$ cat config.mk
export PLATFORM = sky130hd
export DESIGN_NAME = sigma_tau_permutation_cycle_unit
export DESIGN_NICKNAME = d
export VERILOG_FILES = /design/src/design/stpc_pkg.sv /design/src/design/stpc_perm_mem.sv /design/src/design/stpc_slot_unit.sv /design/src/design/sigma_tau_permutation_cycle_unit.sv
export SDC_FILE = /design/constraint.sdc
export NUM_CORES = 1
export LEC_CHECK = 0
export BUFFER_PORTS_ARGS = -buffer_cell sky130_fd_sc_hd__buf_4
export CORE_ASPECT_RATIO = 0.6
export CORE_MARGIN = 1.5
export CORE_UTILIZATION = 49
export CTS_CLUSTER_SIZE = 10
export DETAILED_ROUTE_END_ITERATION = 8
export GPL_ROUTABILITY_DRIVEN = 0
export GPL_TIMING_DRIVEN = 1
export PLACE_DENSITY = 0.62
export RECOVER_POWER = 50
export SYNTH_ARGS = -nofsm -noshare
export SYNTH_HDL_FRONTEND = slang
export SYNTH_SLANG_ARGS = --single-unit
$ cat constraint.sdc
create_clock -name aclk -period 14.5 [get_ports aclk]
set_input_delay 2.175 -clock aclk [delete_from_list [all_inputs] [get_ports aclk]]
set_output_delay 2.175 -clock aclk [all_outputs]
set_load 0.05 [all_outputs]
$ cat src/design/stpc_pkg.sv
`timescale 1ns / 1ps
`default_nettype none

package stpc_pkg;

    localparam int VAL_W = 6;

    typedef logic [VAL_W-1:0] val_t;

    typedef enum logic [1:0] {
        ST_ELEM        = 2'd0,
        ST_DONE        = 2'd1,
        ST_BAD_SIZE    = 2'd2,
        ST_NOT_STARTED = 2'd3
    } status_t;

    // one write port and one registered read port of the permutation store
    typedef struct packed {
        logic wr_en;
        val_t wr_addr;
        val_t wr_data;
        logic rd_en;
        val_t rd_addr;
    } mem_req_t;

endpackage

`default_nettype wire

$ cat src/design/stpc_perm_mem.sv
`timescale 1ns / 1ps
`default_nettype none

module stpc_perm_mem #(
    parameter int DEPTH = 63
) (
    input  wire logic            aclk,
    input  wire stpc_pkg::mem_req_t req,
    output stpc_pkg::val_t       rd_data
);

    localparam int AW = $clog2(DEPTH);

    stpc_pkg::val_t mem [0:DEPTH-1];
    stpc_pkg::val_t rd_data_reg;

    always_ff @(posedge aclk) begin
        if (req.wr_en) begin
            mem[req.wr_addr[AW-1:0]] <= req.wr_data;
        end
        if (req.rd_en) begin
            rd_data_reg <= mem[req.rd_addr[AW-1:0]];
        end
    end

    assign rd_data = rd_data_reg;

endmodule

`default_nettype wire

$ cat src/design/stpc_slot_unit.sv
`timescale 1ns / 1ps
`default_nettype none

// maps a one-based position of the rotated permutation to its store slot
module stpc_slot_unit (
    input  wire stpc_pkg::val_t base,
    input  wire stpc_pkg::val_t pos,
    input  wire stpc_pkg::val_t size,
    output stpc_pkg::val_t      slot
);

    logic [7:0] sum;
    logic [7:0] twice;
    logic [7:0] once;
    logic [7:0] diff;

    assign sum   = 8'(base) + 8'(pos) + 8'(size) - 8'd2;
    assign twice = {1'b0, size, 1'b0};
    assign once  = {2'b00, size};

    // sum stays below three times the size, so two conditional subtracts do
    always_comb begin
        priority if (sum >= twice) begin
            diff = sum - twice;
        end else if (sum >= once) begin
            diff = sum - once;
        end else begin
            diff = sum;
        end
    end

    assign slot = diff[5:0];

endmodule

`default_nettype wire

$ cat src/design/sigma_tau_permutation_cycle_unit.sv
`timescale 1ns / 1ps
`default_nettype none

// Walks a Hamiltonian cycle over the permutations of odd size n (perm_size,
// APB register at byte address 0, 5 to MAX_SIZE). A restart transfer loads the
// identity permutation and gives no result; each later tick emits the current
// permutation as n results (positions 1 to n, last one flagged), then applies
// the next move. A tick does six reads of single elements through the one read
// port of the permutation store, a decision step, the streaming of the
// elements, then applies the move and, for a tau move, writes the swap. Status
// results (cycle complete, bad size, not restarted) are single results loaded
// from a status state. The block takes one input at a time and is not ready
// while a tick is in work.
module sigma_tau_permutation_cycle_unit #(
    parameter int MAX_SIZE = 63
) (
    input  wire logic        aclk,
    input  wire logic        aresetn,

    input  wire logic        s_valid,
    output logic             s_ready,
    input  wire logic        s_restart,

    output logic             m_valid,
    input  wire logic        m_ready,
    output logic [5:0]       m_elem_value,
    output logic [5:0]       m_elem_pos,
    output logic             m_last_elem,
    output logic             m_move_tau,
    output logic             m_is_final,
    output logic [1:0]       m_status,

    input  wire logic        psel,
    input  wire logic        penable,
    input  wire logic        pwrite,
    input  wire logic [2:0]  paddr,
    input  wire logic [31:0] pwdata,
    output logic [31:0]      prdata,
    output logic             pready
);

    localparam logic [6:0] MaxSizeW = 7'(MAX_SIZE);
    localparam logic [5:0] MinSize  = 6'd5;
    localparam logic       RegSize  = 1'b0;

    // gathered values: positions 1..4, position n, element after the max
    localparam logic [2:0] GV1 = 3'd0;
    localparam logic [2:0] GV2 = 3'd1;
    localparam logic [2:0] GV3 = 3'd2;
    localparam logic [2:0] GV4 = 3'd3;
    localparam logic [2:0] GVN = 3'd4;
    localparam logic [2:0] GVR = 3'd5;

    typedef enum logic [9:0] {
        S_IDLE     = 10'b00_0000_0001,
        S_FILL     = 10'b00_0000_0010,
        S_STATUS   = 10'b00_0000_0100,
        S_GATHER_A = 10'b00_0000_1000,
        S_GATHER_D = 10'b00_0001_0000,
        S_DECIDE   = 10'b00_0010_0000,
        S_EMIT     = 10'b00_0100_0000,
        S_MOVE     = 10'b00_1000_0000,
        S_SWAP1    = 10'b01_0000_0000,
        S_SWAP2    = 10'b10_0000_0000
    } state_t;

    state_t               state_reg, state_next;
    stpc_pkg::val_t       size_reg, size_next;
    stpc_pkg::val_t       n_reg, n_next;
    stpc_pkg::val_t       base_reg, base_next;
    stpc_pkg::val_t       maxp_reg, maxp_next;
    stpc_pkg::val_t       up_reg, up_next;
    logic                 started_reg, started_next;
    logic                 finished_reg, finished_next;
    logic [6:0]           cnt_reg, cnt_next;
    stpc_pkg::val_t       emit_pos_reg, emit_pos_next;
    logic                 pend_reg, pend_next;
    stpc_pkg::status_t    code_reg, code_next;
    logic                 fin_reg, fin_next;
    logic                 tau_reg, tau_next;
    stpc_pkg::val_t       gath_reg [0:5];
    stpc_pkg::val_t       gath_next [0:5];

    logic                 out_valid_reg, out_valid_next;
    stpc_pkg::val_t       out_value_reg, out_value_next;
    stpc_pkg::val_t       out_pos_reg, out_pos_next;
    logic                 out_last_reg, out_last_next;
    logic                 out_tau_reg, out_tau_next;
    logic                 out_fin_reg, out_fin_next;
    stpc_pkg::status_t    out_status_reg, out_status_next;

    stpc_pkg::mem_req_t   mem_req;
    stpc_pkg::val_t       rd_data;
    stpc_pkg::val_t       slot_pos;
    stpc_pkg::val_t       slot;

    logic                 cfg_wr;
    logic                 size_ok;
    logic                 out_free;
    logic                 load;
    logic                 issue;
    stpc_pkg::val_t       bnext;
    logic [6:0]           r_inc;
    logic [6:0]           n_wide;
    logic                 up_full;
    logic                 fin_now;
    logic                 tau_now;

    stpc_slot_unit u_slot (
        .base (base_reg),
        .pos  (slot_pos),
        .size (n_reg),
        .slot (slot)
    );

    stpc_perm_mem #(
        .DEPTH (MAX_SIZE)
    ) u_mem (
        .aclk    (aclk),
        .req     (mem_req),
        .rd_data (rd_data)
    );

    assign cfg_wr  = psel && penable && pwrite && pready;
    assign pready  = 1'b1;
    assign prdata  = (paddr[2] == RegSize) ? {26'd0, size_reg} : 32'd0;

    assign size_ok  = size_reg[0] && (size_reg >= MinSize) && ({1'b0, size_reg} <= MaxSizeW);
    assign out_free = !out_valid_reg || m_ready;
    assign s_ready  = (state_reg == S_IDLE);

    assign bnext   = (base_reg == n_reg) ? 6'd1 : base_reg + 6'd1;
    assign n_wide  = {1'b0, n_reg};
    // one more than the element that follows the max, or than position 3 when the max leads
    assign r_inc   = (maxp_reg != base_reg) ? {1'b0, gath_reg[GVR]} + 7'd1
                                            : {1'b0, gath_reg[GV3]} + 7'd1;
    assign up_full = (up_reg == n_reg - 6'd2);
    assign fin_now = up_full && (gath_reg[GV1] == n_reg) && (gath_reg[GV2] == 6'd1);
    assign tau_now = ((r_inc < n_wide) && ({1'b0, gath_reg[GV2]} == r_inc))
                  || ((r_inc == n_wide) && (gath_reg[GV2] == 6'd2))
                  || (up_full && (maxp_reg == bnext));

    always_comb begin
        state_next      = state_reg;
        size_next       = size_reg;
        n_next          = n_reg;
        base_next       = base_reg;
        maxp_next       = maxp_reg;
        up_next         = up_reg;
        started_next    = started_reg;
        finished_next   = finished_reg;
        cnt_next        = cnt_reg;
        emit_pos_next   = emit_pos_reg;
        pend_next       = pend_reg;
        code_next       = code_reg;
        fin_next        = fin_reg;
        tau_next        = tau_reg;
        gath_next       = gath_reg;
        out_value_next  = out_value_reg;
        out_pos_next    = out_pos_reg;
        out_last_next   = out_last_reg;
        out_tau_next    = out_tau_reg;
        out_fin_next    = out_fin_reg;
        out_status_next = out_status_reg;
        mem_req         = '0;
        slot_pos        = cnt_reg[5:0];
        load            = 1'b0;
        issue           = 1'b0;

        unique case (state_reg)
            S_IDLE: begin
                if (s_valid) begin
                    n_next = size_reg;
                    if (s_restart) begin
                        if (!size_ok) begin
                            started_next  = 1'b0;
                            finished_next = 1'b0;
                            code_next     = stpc_pkg::ST_BAD_SIZE;
                            state_next    = S_STATUS;
                        end else begin
                            base_next     = 6'd1;
                            maxp_next     = size_reg;
                            up_next       = size_reg - 6'd2;
                            started_next  = 1'b1;
                            finished_next = 1'b0;
                            cnt_next      = '0;
                            state_next    = S_FILL;
                        end
                    end else if (!started_reg || !size_ok) begin
                        code_next  = stpc_pkg::ST_NOT_STARTED;
                        state_next = S_STATUS;
                    end else if (finished_reg) begin
                        code_next  = stpc_pkg::ST_DONE;
                        state_next = S_STATUS;
                    end else begin
                        cnt_next   = '0;
                        state_next = S_GATHER_A;
                    end
                end
            end
            S_FILL: begin
                mem_req.wr_en   = 1'b1;
                mem_req.wr_addr = cnt_reg[5:0];
                mem_req.wr_data = cnt_reg[5:0] + 6'd1;
                cnt_next        = cnt_reg + 7'd1;
                if (cnt_reg[5:0] == n_reg - 6'd1) begin
                    state_next = S_IDLE;
                end
            end
            S_STATUS: begin
                if (out_free) begin
                    load            = 1'b1;
                    out_value_next  = '0;
                    out_pos_next    = '0;
                    out_last_next   = 1'b1;
                    out_tau_next    = 1'b0;
                    out_fin_next    = 1'b0;
                    out_status_next = code_reg;
                    state_next      = S_IDLE;
                end
            end
            S_GATHER_A: begin
                mem_req.rd_en = 1'b1;
                if (cnt_reg[2:0] == GVR) begin
                    mem_req.rd_addr = (maxp_reg == n_reg) ? 6'd0 : maxp_reg;
                end else begin
                    slot_pos        = (cnt_reg[2:0] == GVN) ? n_reg : cnt_reg[5:0] + 6'd1;
                    mem_req.rd_addr = slot;
                end
                state_next = S_GATHER_D;
            end
            S_GATHER_D: begin
                gath_next[cnt_reg[2:0]] = rd_data;
                if (cnt_reg[2:0] == GVR) begin
                    state_next = S_DECIDE;
                end else begin
                    cnt_next   = cnt_reg + 7'd1;
                    state_next = S_GATHER_A;
                end
            end
            S_DECIDE: begin
                fin_next      = fin_now;
                tau_next      = !fin_now && tau_now;
                cnt_next      = 7'd1;
                emit_pos_next = 6'd1;
                pend_next     = 1'b0;
                state_next    = S_EMIT;
            end
            S_EMIT: begin
                // read of the next element overlaps the transfer of this one
                load  = pend_reg && out_free;
                issue = (cnt_reg <= n_wide) && (!pend_reg || load);
                if (issue) begin
                    mem_req.rd_en   = 1'b1;
                    mem_req.rd_addr = slot;
                    cnt_next        = cnt_reg + 7'd1;
                end
                pend_next = issue || (pend_reg && !load);
                if (load) begin
                    out_value_next  = rd_data;
                    out_pos_next    = emit_pos_reg;
                    out_last_next   = (emit_pos_reg == n_reg);
                    out_tau_next    = tau_reg;
                    out_fin_next    = fin_reg;
                    out_status_next = stpc_pkg::ST_ELEM;
                    emit_pos_next   = emit_pos_reg + 6'd1;
                    if (emit_pos_reg == n_reg) begin
                        state_next = S_MOVE;
                    end
                end
            end
            S_MOVE: begin
                if (fin_reg) begin
                    finished_next = 1'b1;
                    state_next    = S_IDLE;
                end else if (tau_reg) begin
                    up_next = up_reg
                            + 6'(gath_reg[GV2] < gath_reg[GV3])
                            + 6'(gath_reg[GVN] < gath_reg[GV2])
                            - 6'(gath_reg[GVN] < gath_reg[GV1])
                            - 6'(gath_reg[GV1] < gath_reg[GV3]);
                    if (maxp_reg == base_reg) begin
                        maxp_next = bnext;
                    end else if (maxp_reg == bnext) begin
                        maxp_next = base_reg;
                    end
                    state_next = S_SWAP1;
                end else begin
                    up_next = up_reg
                            + 6'(gath_reg[GV1] < gath_reg[GV2])
                            + 6'(gath_reg[GV2] < gath_reg[GV4])
                            - 6'(gath_reg[GV1] < gath_reg[GV3])
                            - 6'(gath_reg[GV3] < gath_reg[GV4]);
                    base_next  = bnext;
                    state_next = S_IDLE;
                end
            end
            S_SWAP1: begin
                slot_pos        = 6'd1;
                mem_req.wr_en   = 1'b1;
                mem_req.wr_addr = slot;
                mem_req.wr_data = gath_reg[GV2];
                state_next      = S_SWAP2;
            end
            S_SWAP2: begin
                slot_pos        = 6'd2;
                mem_req.wr_en   = 1'b1;
                mem_req.wr_addr = slot;
                mem_req.wr_data = gath_reg[GV1];
                state_next      = S_IDLE;
            end
            default: begin
                state_next = S_IDLE;
            end
        endcase

        if (cfg_wr && paddr[2] == RegSize) begin
            size_next     = pwdata[5:0];
            started_next  = 1'b0;
            finished_next = 1'b0;
        end

        out_valid_next = load || (out_valid_reg && !m_ready);
    end

    always_ff @(posedge aclk) begin
        if (!aresetn) begin
            state_reg     <= S_IDLE;
            size_reg      <= 6'd5;
            base_reg      <= 6'd1;
            maxp_reg      <= '0;
            up_reg        <= '0;
            started_reg   <= 1'b0;
            finished_reg  <= 1'b0;
            cnt_reg       <= '0;
            emit_pos_reg  <= '0;
            pend_reg      <= 1'b0;
            out_valid_reg <= 1'b0;
        end else begin
            state_reg     <= state_next;
            size_reg      <= size_next;
            base_reg      <= base_next;
            maxp_reg      <= maxp_next;
            up_reg        <= up_next;
            started_reg   <= started_next;
            finished_reg  <= finished_next;
            cnt_reg       <= cnt_next;
            emit_pos_reg  <= emit_pos_next;
            pend_reg      <= pend_next;
            out_valid_reg <= out_valid_next;
        end
    end

    always_ff @(posedge aclk) begin
        n_reg          <= n_next;
        code_reg       <= code_next;
        fin_reg        <= fin_next;
        tau_reg        <= tau_next;
        gath_reg       <= gath_next;
        out_value_reg  <= out_value_next;
        out_pos_reg    <= out_pos_next;
        out_last_reg   <= out_last_next;
        out_tau_reg    <= out_tau_next;
        out_fin_reg    <= out_fin_next;
        out_status_reg <= out_status_next;
    end

    assign m_valid      = out_valid_reg;
    assign m_elem_value = out_value_reg;
    assign m_elem_pos   = out_pos_reg;
    assign m_last_elem  = out_last_reg;
    assign m_move_tau   = out_tau_reg;
    assign m_is_final   = out_fin_reg;
    assign m_status     = out_status_reg;

`ifndef NO_ASSERTIONS
    a_base_range: assert property (@(posedge aclk) disable iff (!aresetn)
        started_reg && state_reg != S_FILL && state_reg != S_IDLE
        |-> base_reg != 6'd0 && base_reg <= n_reg)
        else $error("base index out of range while walking");

    a_maxp_range: assert property (@(posedge aclk) disable iff (!aresetn)
        started_reg && state_reg != S_FILL && state_reg != S_IDLE
        |-> maxp_reg != 6'd0 && maxp_reg <= n_reg)
        else $error("max position out of range while walking");

    a_fin_needs_start: assert property (@(posedge aclk) disable iff (!aresetn)
        finished_reg |-> started_reg)
        else $error("finished without a valid restart");

    a_elem_pos: assert property (@(posedge aclk) disable iff (!aresetn)
        out_valid_reg && out_status_reg == stpc_pkg::ST_ELEM
        |-> out_pos_reg != 6'd0 && out_last_reg == (out_pos_reg == n_reg))
        else $error("element transfer with bad position or last flag");

    a_emit_quiet_in: assert property (@(posedge aclk) disable iff (!aresetn)
        state_reg == S_EMIT |-> !mem_req.wr_en && !s_ready)
        else $error("store write or input transfer during streaming");
`endif

endmodule

`default_nettype wire
# After elaboration in Yosys (flattened, before gate mapping)
# Memories as Yosys holds them, arrays and structs flattened. A register that Yosys moved wholly into a read port is not among the register bits.
# Index checks and enable logic that the tools add are counted.
op_classes:
  addsub: 22
  order_cmp: 14
  mux: 89
  bitwise: 3
  eq_ne: 43
  n_reduce_logical: 46
ops:
  columns: ["cell", "count"]
  rows:
  - ["6-bit 2-to-1 mux", 31]
  - ["10-bit case mux with 9 select lines", 1]
  - ["6-bit case mux with 2 select lines", 6]
  - ["7-bit 2-to-1 mux", 9]
  - ["10-bit 2-to-1 mux", 6]
  - ["6-bit == test", 8]
  - ["6-bit less-than comparator", 7]
  - ["13-bit case mux with 3 select lines", 1]
  - ["36-bit bitwise mux", 1]
  - ["7-bit case mux with 5 select lines", 1]
  - ["6-bit by 1-bit adder with 6-bit output", 4]
  - ["2-bit inequality test, second input constant", 12]
  - ["6-bit by 1-bit subtractor with 6-bit output", 4]
  - ["6-bit by 1-bit adder with 6-bit output, second input constant", 3]
  - ["6-bit demux with 3-bit select", 1]
  - ["9-bit 2-to-1 mux", 2]
  - ["6-bit case mux with 3 select lines", 1]
  - ["1-bit logical AND", 15]
  - ["6-bit by 1-bit adder with 7-bit output, second input constant", 2]
  - ["7-bit case mux with 2 select lines", 1]
  - ["7-bit AND reduction", 2]
  - ["1-bit 2-to-1 mux", 12]
  - ["2-bit 2-to-1 mux", 6]
  - ["1-bit case mux with 2 select lines", 6]
  - ["49 further kinds", 75]
totals:
  wordCells: 245
  ramBits: 378
  out_inout_bits: 52
  n_memories: 1
  input_bits: 43
  regBits: 114
mem_list:
  columns: ["memory", "depth", "word_bits", "read_ports", "rd_clocked_by_memory_dff", "write_ports", "line_no", "source"]
  rows:
  - ["u_mem.mem", 63, 6, 1, 1, 1, "stpc_perm_mem.sv:14", "stpc_pkg::val_t mem [0:DEPTH-1];"]

# Logic depth before layout (Yosys ltp)
depth:
  ltp_word: 13
  ltp_mapped: 33
  mapped_depth_nobuf: 28

# Cells and area by module
# Synthesis repeated with hierarchy kept, for this count alone.
unflattened:
  hier_cells: 1784
  hier_area_um2: 24448.4
by_module_without_submodules:
  columns: ["mod", "cells_each", "area_per_inst_um2", "seq_area_each_um2", "instances"]
  rows:
  - ["stpc_perm_mem", 733, 15085.7, 11531.1, 1]
  - ["sigma_tau_permutation_cycle_unit", 904, 8241.7, 2912.8, 1]
  - ["stpc_slot_unit", 147, 1121.1, 0.0, 1]

# Worst setup path after synthesis
# OpenSTA, ideal clock, no wires.
synth_path:
  path_type: "reg-to-reg"
  from: "reg state_reg[7]"
  to: "reg u_mem.rd_data_reg[5] (netlist: u_mem.rd_data[5]) (read register of u_mem.mem) (data pin)"
  required_time_ps: 14245
  period_less_slack_ps: 6839
  slack_ps: 7661
  setup_ps: 255
  path_stages_with_launch: 27
  arrival_ps: 6584
  n_path_buf: 1
  cell_sequence: "dfxtp_1 -> nor4_1 -> nor3b_1 -> nand2_1 -> nor3b_2 -> nor2_1 -> nand2_1 -> o21ai_0 -> a221o_1 -> fa_1 -> ha_1 -> fa_1 -> a21o_1 -> a21oi_2 -> xor2_2 -> inv_2 -> ha_1 -> o211ai_1 -> and2_1 -> buf_4 -> a311oi_1 -> o22ai_2 -> or4_1 -> or2_2 -> o22ai_1 -> nor4_1 -> and3_1"
synth_between:
  elab_chain_cells: 10
  elab_cells_between_ends: 17
  cone_classes: "add/sub: 5; order compare: 2; eq/ne: 4; mux: 6"
synth_lines:
  columns: ["element", "line_no", "source"]
  rows:
  - ["start, declared", "sigma_tau_permutation_cycle_unit.sv:67", "state_t state_reg, state_next;"]
  - ["start signal, assigned", "sigma_tau_permutation_cycle_unit.sv:340", "state_reg <= state_next;"]
  - ["10-bit == test (tied with other cells)", "sigma_tau_permutation_cycle_unit.sv:170", "unique case (state_reg)"]
  - ["6-bit case mux with 3 select lines", "sigma_tau_permutation_cycle_unit.sv:170", null]
  - ["6-bit by 6-bit adder with 7-bit output", "stpc_slot_unit.sv:17", "assign sum = 8'(base) + 8'(pos) + 8'(size) - 8'd2;"]
  - ["7-bit by 6-bit adder with 8-bit output", "stpc_slot_unit.sv:17", null]
  - ["8-bit by 2-bit subtractor with 8-bit output", "stpc_slot_unit.sv:17", null]
  - ["8-bit by 6-bit >= comparator with 1-bit output or 6-bit subtractor (tied branches)", "stpc_slot_unit.sv:25, stpc_slot_unit.sv:26", null]
  - ["6-bit 2-to-1 mux", "stpc_slot_unit.sv:25", "end else if (sum >= once) begin"]
  - ["6-bit 2-to-1 mux", "stpc_slot_unit.sv:23", "priority if (sum >= twice) begin"]
  - ["7-bit 2-to-1 mux or 6-bit 2-to-1 mux (tied branches)", "sigma_tau_permutation_cycle_unit.sv:253, sigma_tau_permutation_cycle_unit.sv:224", null]
  - ["7-bit case mux with 2 select lines *", "sigma_tau_permutation_cycle_unit.sv:170", null]
  - ["end, declared", "stpc_perm_mem.sv:15", "stpc_pkg::val_t rd_data_reg;"]
# Every way passes the cells marked *; elsewhere a longest branch is shown, timed or not.
# A chain may end at the register's enable or synchronous reset.

# Final worst setup path
layout_path:
  from: "reg state_reg[1]"
  to: "reg u_mem.rd_data_reg[4] (netlist: u_mem.rd_data[4]) (read register of u_mem.mem) (data pin)"
# The elaborated chain is that of the path after synthesis.

==> impl_metrics.csv <==
group,metric,value,unit
pwr,share_comb_of_total_power,11.5,%
timing,tightestPinTransition,3.20,ns
routing,ant_nets,0,
timing,min_period,10.18,ns
placed_design,io_buffer_count,39,
clock_tree,cts_setup_buffers,0,
cells_and_area,syn2layout_area_growth,8.79,%
yosys,synth_warnings,0,
cells_and_area,layout_common_cells,"edfxtp_1, nand2_1, nor2_1",
yosys,synth-seq-cells,498,
routing,highest_layer,"met5",
timing,drv_slew,334,
flow_run,max-cap-violations,7,
routing,met3_length,7990,um
global_routing,grt_start_max_net_pins,73,
die,num_rows,64,
yosys,syn_area,25100,um^2
worst_setup_path,critPathBufInv,3,
worst_setup_path,r2r_slack,4.32,ns
worst_setup_path,r2r_start,"state_reg[1]",
worst_setup_path,critPathTopFamily,"simple AND/OR/NAND/NOR gates",
clock_tree,cts_sinks,498,
placed_design,dpl.hpwl,47600,um
clock_tree,cts_resized,0,
clock_tree,clockBufferDepth,3,
worst_setup_path,cp-endpoint,"u_mem.rd_data[4]",
routing,routed_wl,69100,um
yosys,synth_top_cell_by_area,"edfxtp_1",
worst_setup_path,path_class,"reg2reg",
cells_and_area,nets,2284,
global_routing,antenna_found_initial,2,
routing,num_vias,17500,
pwr,internal_power,2.37,mW
pwr,switching_power,812,uW
worst_setup_path,r2r_end,"u_mem.rd_data[4]",
routing,met2_length,26600,um
pwr,power_frac_seq,49.2,%
routing,wl_met1,33400,um
yosys,synth_top_area_share,53.4,%
worst_setup_path,max_stage_delay,0.82,ns
die,dieArea,52700,um^2
hold_path,hold_class,"reg2reg",
pwr,p_sw_share,25.5,%
cells_and_area,final_common_cell,"edfxtp_1",
die,start_util,49.5,%
yosys,synth_edf_count,447,
die,coreArea,50800,um^2
clock_tree,clk_pin_slew,0.06,ns
routing,drc,0,
pwr,vdd_drop_max,0.0924,mV
timing,rsz0062_at_grt,"no",
pwr,p_total,3.18,mW
global_routing,grtUsageTotal,26.6,%
clock_tree,numCtsBuffers,56,
timing,fin_setup_tns,0,ns
worst_setup_path,cp.arrival,10.62,ns
yosys,postSynthCellCount,2125,
timing,finalSetupViolCount,0,
yosys,async_flop_share,0,%
timing,whs,0.487,ns
worst_setup_path,cpMaxStageDelayCell,"nor4_1",
clock_tree,htree_levels,2,
clock_tree,cts_tree,"yes",
clock_tree,clockRootBuffer,"clkbuf_16",
cells_and_area,fin_area,27300,um^2
die,die-width,295,um
yosys,synth_flop_cell,"edfxtp_1",
worst_setup_path,reg2regPathDepth,28,
routing,drt-initial-drc-count,2248,
cells_and_area,final_cells,2853,
timing,finalHoldViolCount,0,
status,violations,"capacitance limit, slew limit",
global_routing,overflow,0,
status,status,"complete, but fails checks",
cells_and_area,drive_gt1_share,6.72,%
global_routing,grt_pass1_wl,104000,um
global_routing,grt_pass1_vias,16300,
routing,first_pass_iters,5,
die,fp.dieH,178,um
pwr,p_per_area,116,nW/um^2
yosys,ys_types,92,
die,io_pins,95,
cells_and_area,largest_register_ff_count,378,
routing,viasPerCell,6.14,
timing,fmax,98.2,MHz
worst_setup_path,required,14.94,ns
clock_tree,hold_buffers,0,
yosys,synth.area.top_cells,"edfxtp_1, mux2i_1, ha_1, dfxtp_1, nand2_1",
routing,post_drt_wl_per_cell,24.2,um
placed_design,place_ws,4.54,ns
pwr,power_leakage,9.70,nW
timing,fin_crit_sh,70.2,%
placed_design,placed_cells,2772,
clock_tree,clock_latency,0.60,ns
timing,layout_setup_ws,4.32,ns
worst_setup_path,cp_max_fo,56,
yosys,synth.yosys.seq_area_share,57.5,%
worst_setup_path,end_kind,"flip-flop",
pwr,p_clk_share,39.3,%
yosys,synth_area_per_cell,11.8,um^2
cells_and_area,utilization,53.8,%
worst_setup_path,worst_setup_path_start_kind,"flip-flop",
worst_setup_path,worstSetupPathDepth,28,
worst_setup_path,startpoint,"state_reg[1]",
timing,max-slew-margin-rel,-113,%
placed_design,post_dp_cell_area,25900,um^2
cells_and_area,n_fill_cell,4362,
timing,skew,0.0260,ns
==> worst min path at each step <==
stage	from	to	slack, ns	cells after the start
after floorplan	size_reg[3]	n_reg[3]	0.41	0
after global placement	started_reg	started_reg	0.47	2
after detailed placement	started_reg	started_reg	0.47	2
after CTS	started_reg	started_reg	0.48	2
after global routing	started_reg	code_reg[1]	0.51	1
final	started_reg	code_reg[1]	0.49	1
==> per-layer routing <==
metal / vias to the layer above / GRT usage (%)
met5: - / 0
met4: 4 / 4.91
met3: 109 / 7.23
met2: 831 / 34.5
met1: 8671 / 43.3
li1: 7896 / -
==> final cells by class <==
cell class | instances | area, um^2 | share of cell area [%]
sequential | 498 | 14400 | 52.8
clock inverter | 6 | 42.5 | 0.156
tap | 693 | 867 | 3.17
timing repair buffer | 64 | 383 | 1.40
inverter | 103 | 387 | 1.41
antenna | 1 | 2.50 | 0.00915
clock buffer | 74 | 1480 | 5.41
multi-input combinational | 1414 | 9730 | 35.6
==> synth_stat cells, drive strengths merged (14+ instances only) <==
cell type	number
edfxtp	447
a22oi	22
nand3	76
o21ai	64
nand2	191
fa	15
nor2b	29
a21oi	111
o22ai	20
and2	25
and3	23
xnor2	37
buf	72
a21o	20
a21boi	17
dfxtp	51
clkbuf	63
nand4	16
o211ai	31
nor4	16
mux2i	114
a31oi	14
a211oi	29
nand2b	25
ha	89
xor2	41
nor3	31
inv	103
o221ai	16
nor2	164
==> power groups by stage <==
stage          Clock [mW]  Combinational, mW  Sequential, mW
3_5_place_dp            0              0.354            1.59
2_1_floorplan           0              0.271            1.59
3_3_place_gp            0              0.347            1.59
6_report             1.25              0.366            1.56
4_1_cts              1.27              0.356            1.56
5_1_grt              1.32              0.396            1.56
==> cell families (layout without fill, tap and decap cells) <==
| group | after synthesis | after routing | share of synthesized area, % |
|---|---|---|---|
| compound gates | 439 | 439 | 12.4 |
| other cells | 2 | 28 | 0.0299 |
| mux | 127 | 127 | 5.12 |
| fa+ha+maj | 104 | 104 | 5.63 |
| simple gates | 639 | 639 | 12.3 |
| xor+xnor | 78 | 78 | 2.75 |
| buf+inv | 238 | 247 | 4.30 |
| flops | 498 | 498 | 57.5 |
No activity file was read; power rests on OpenSTA's default activity.
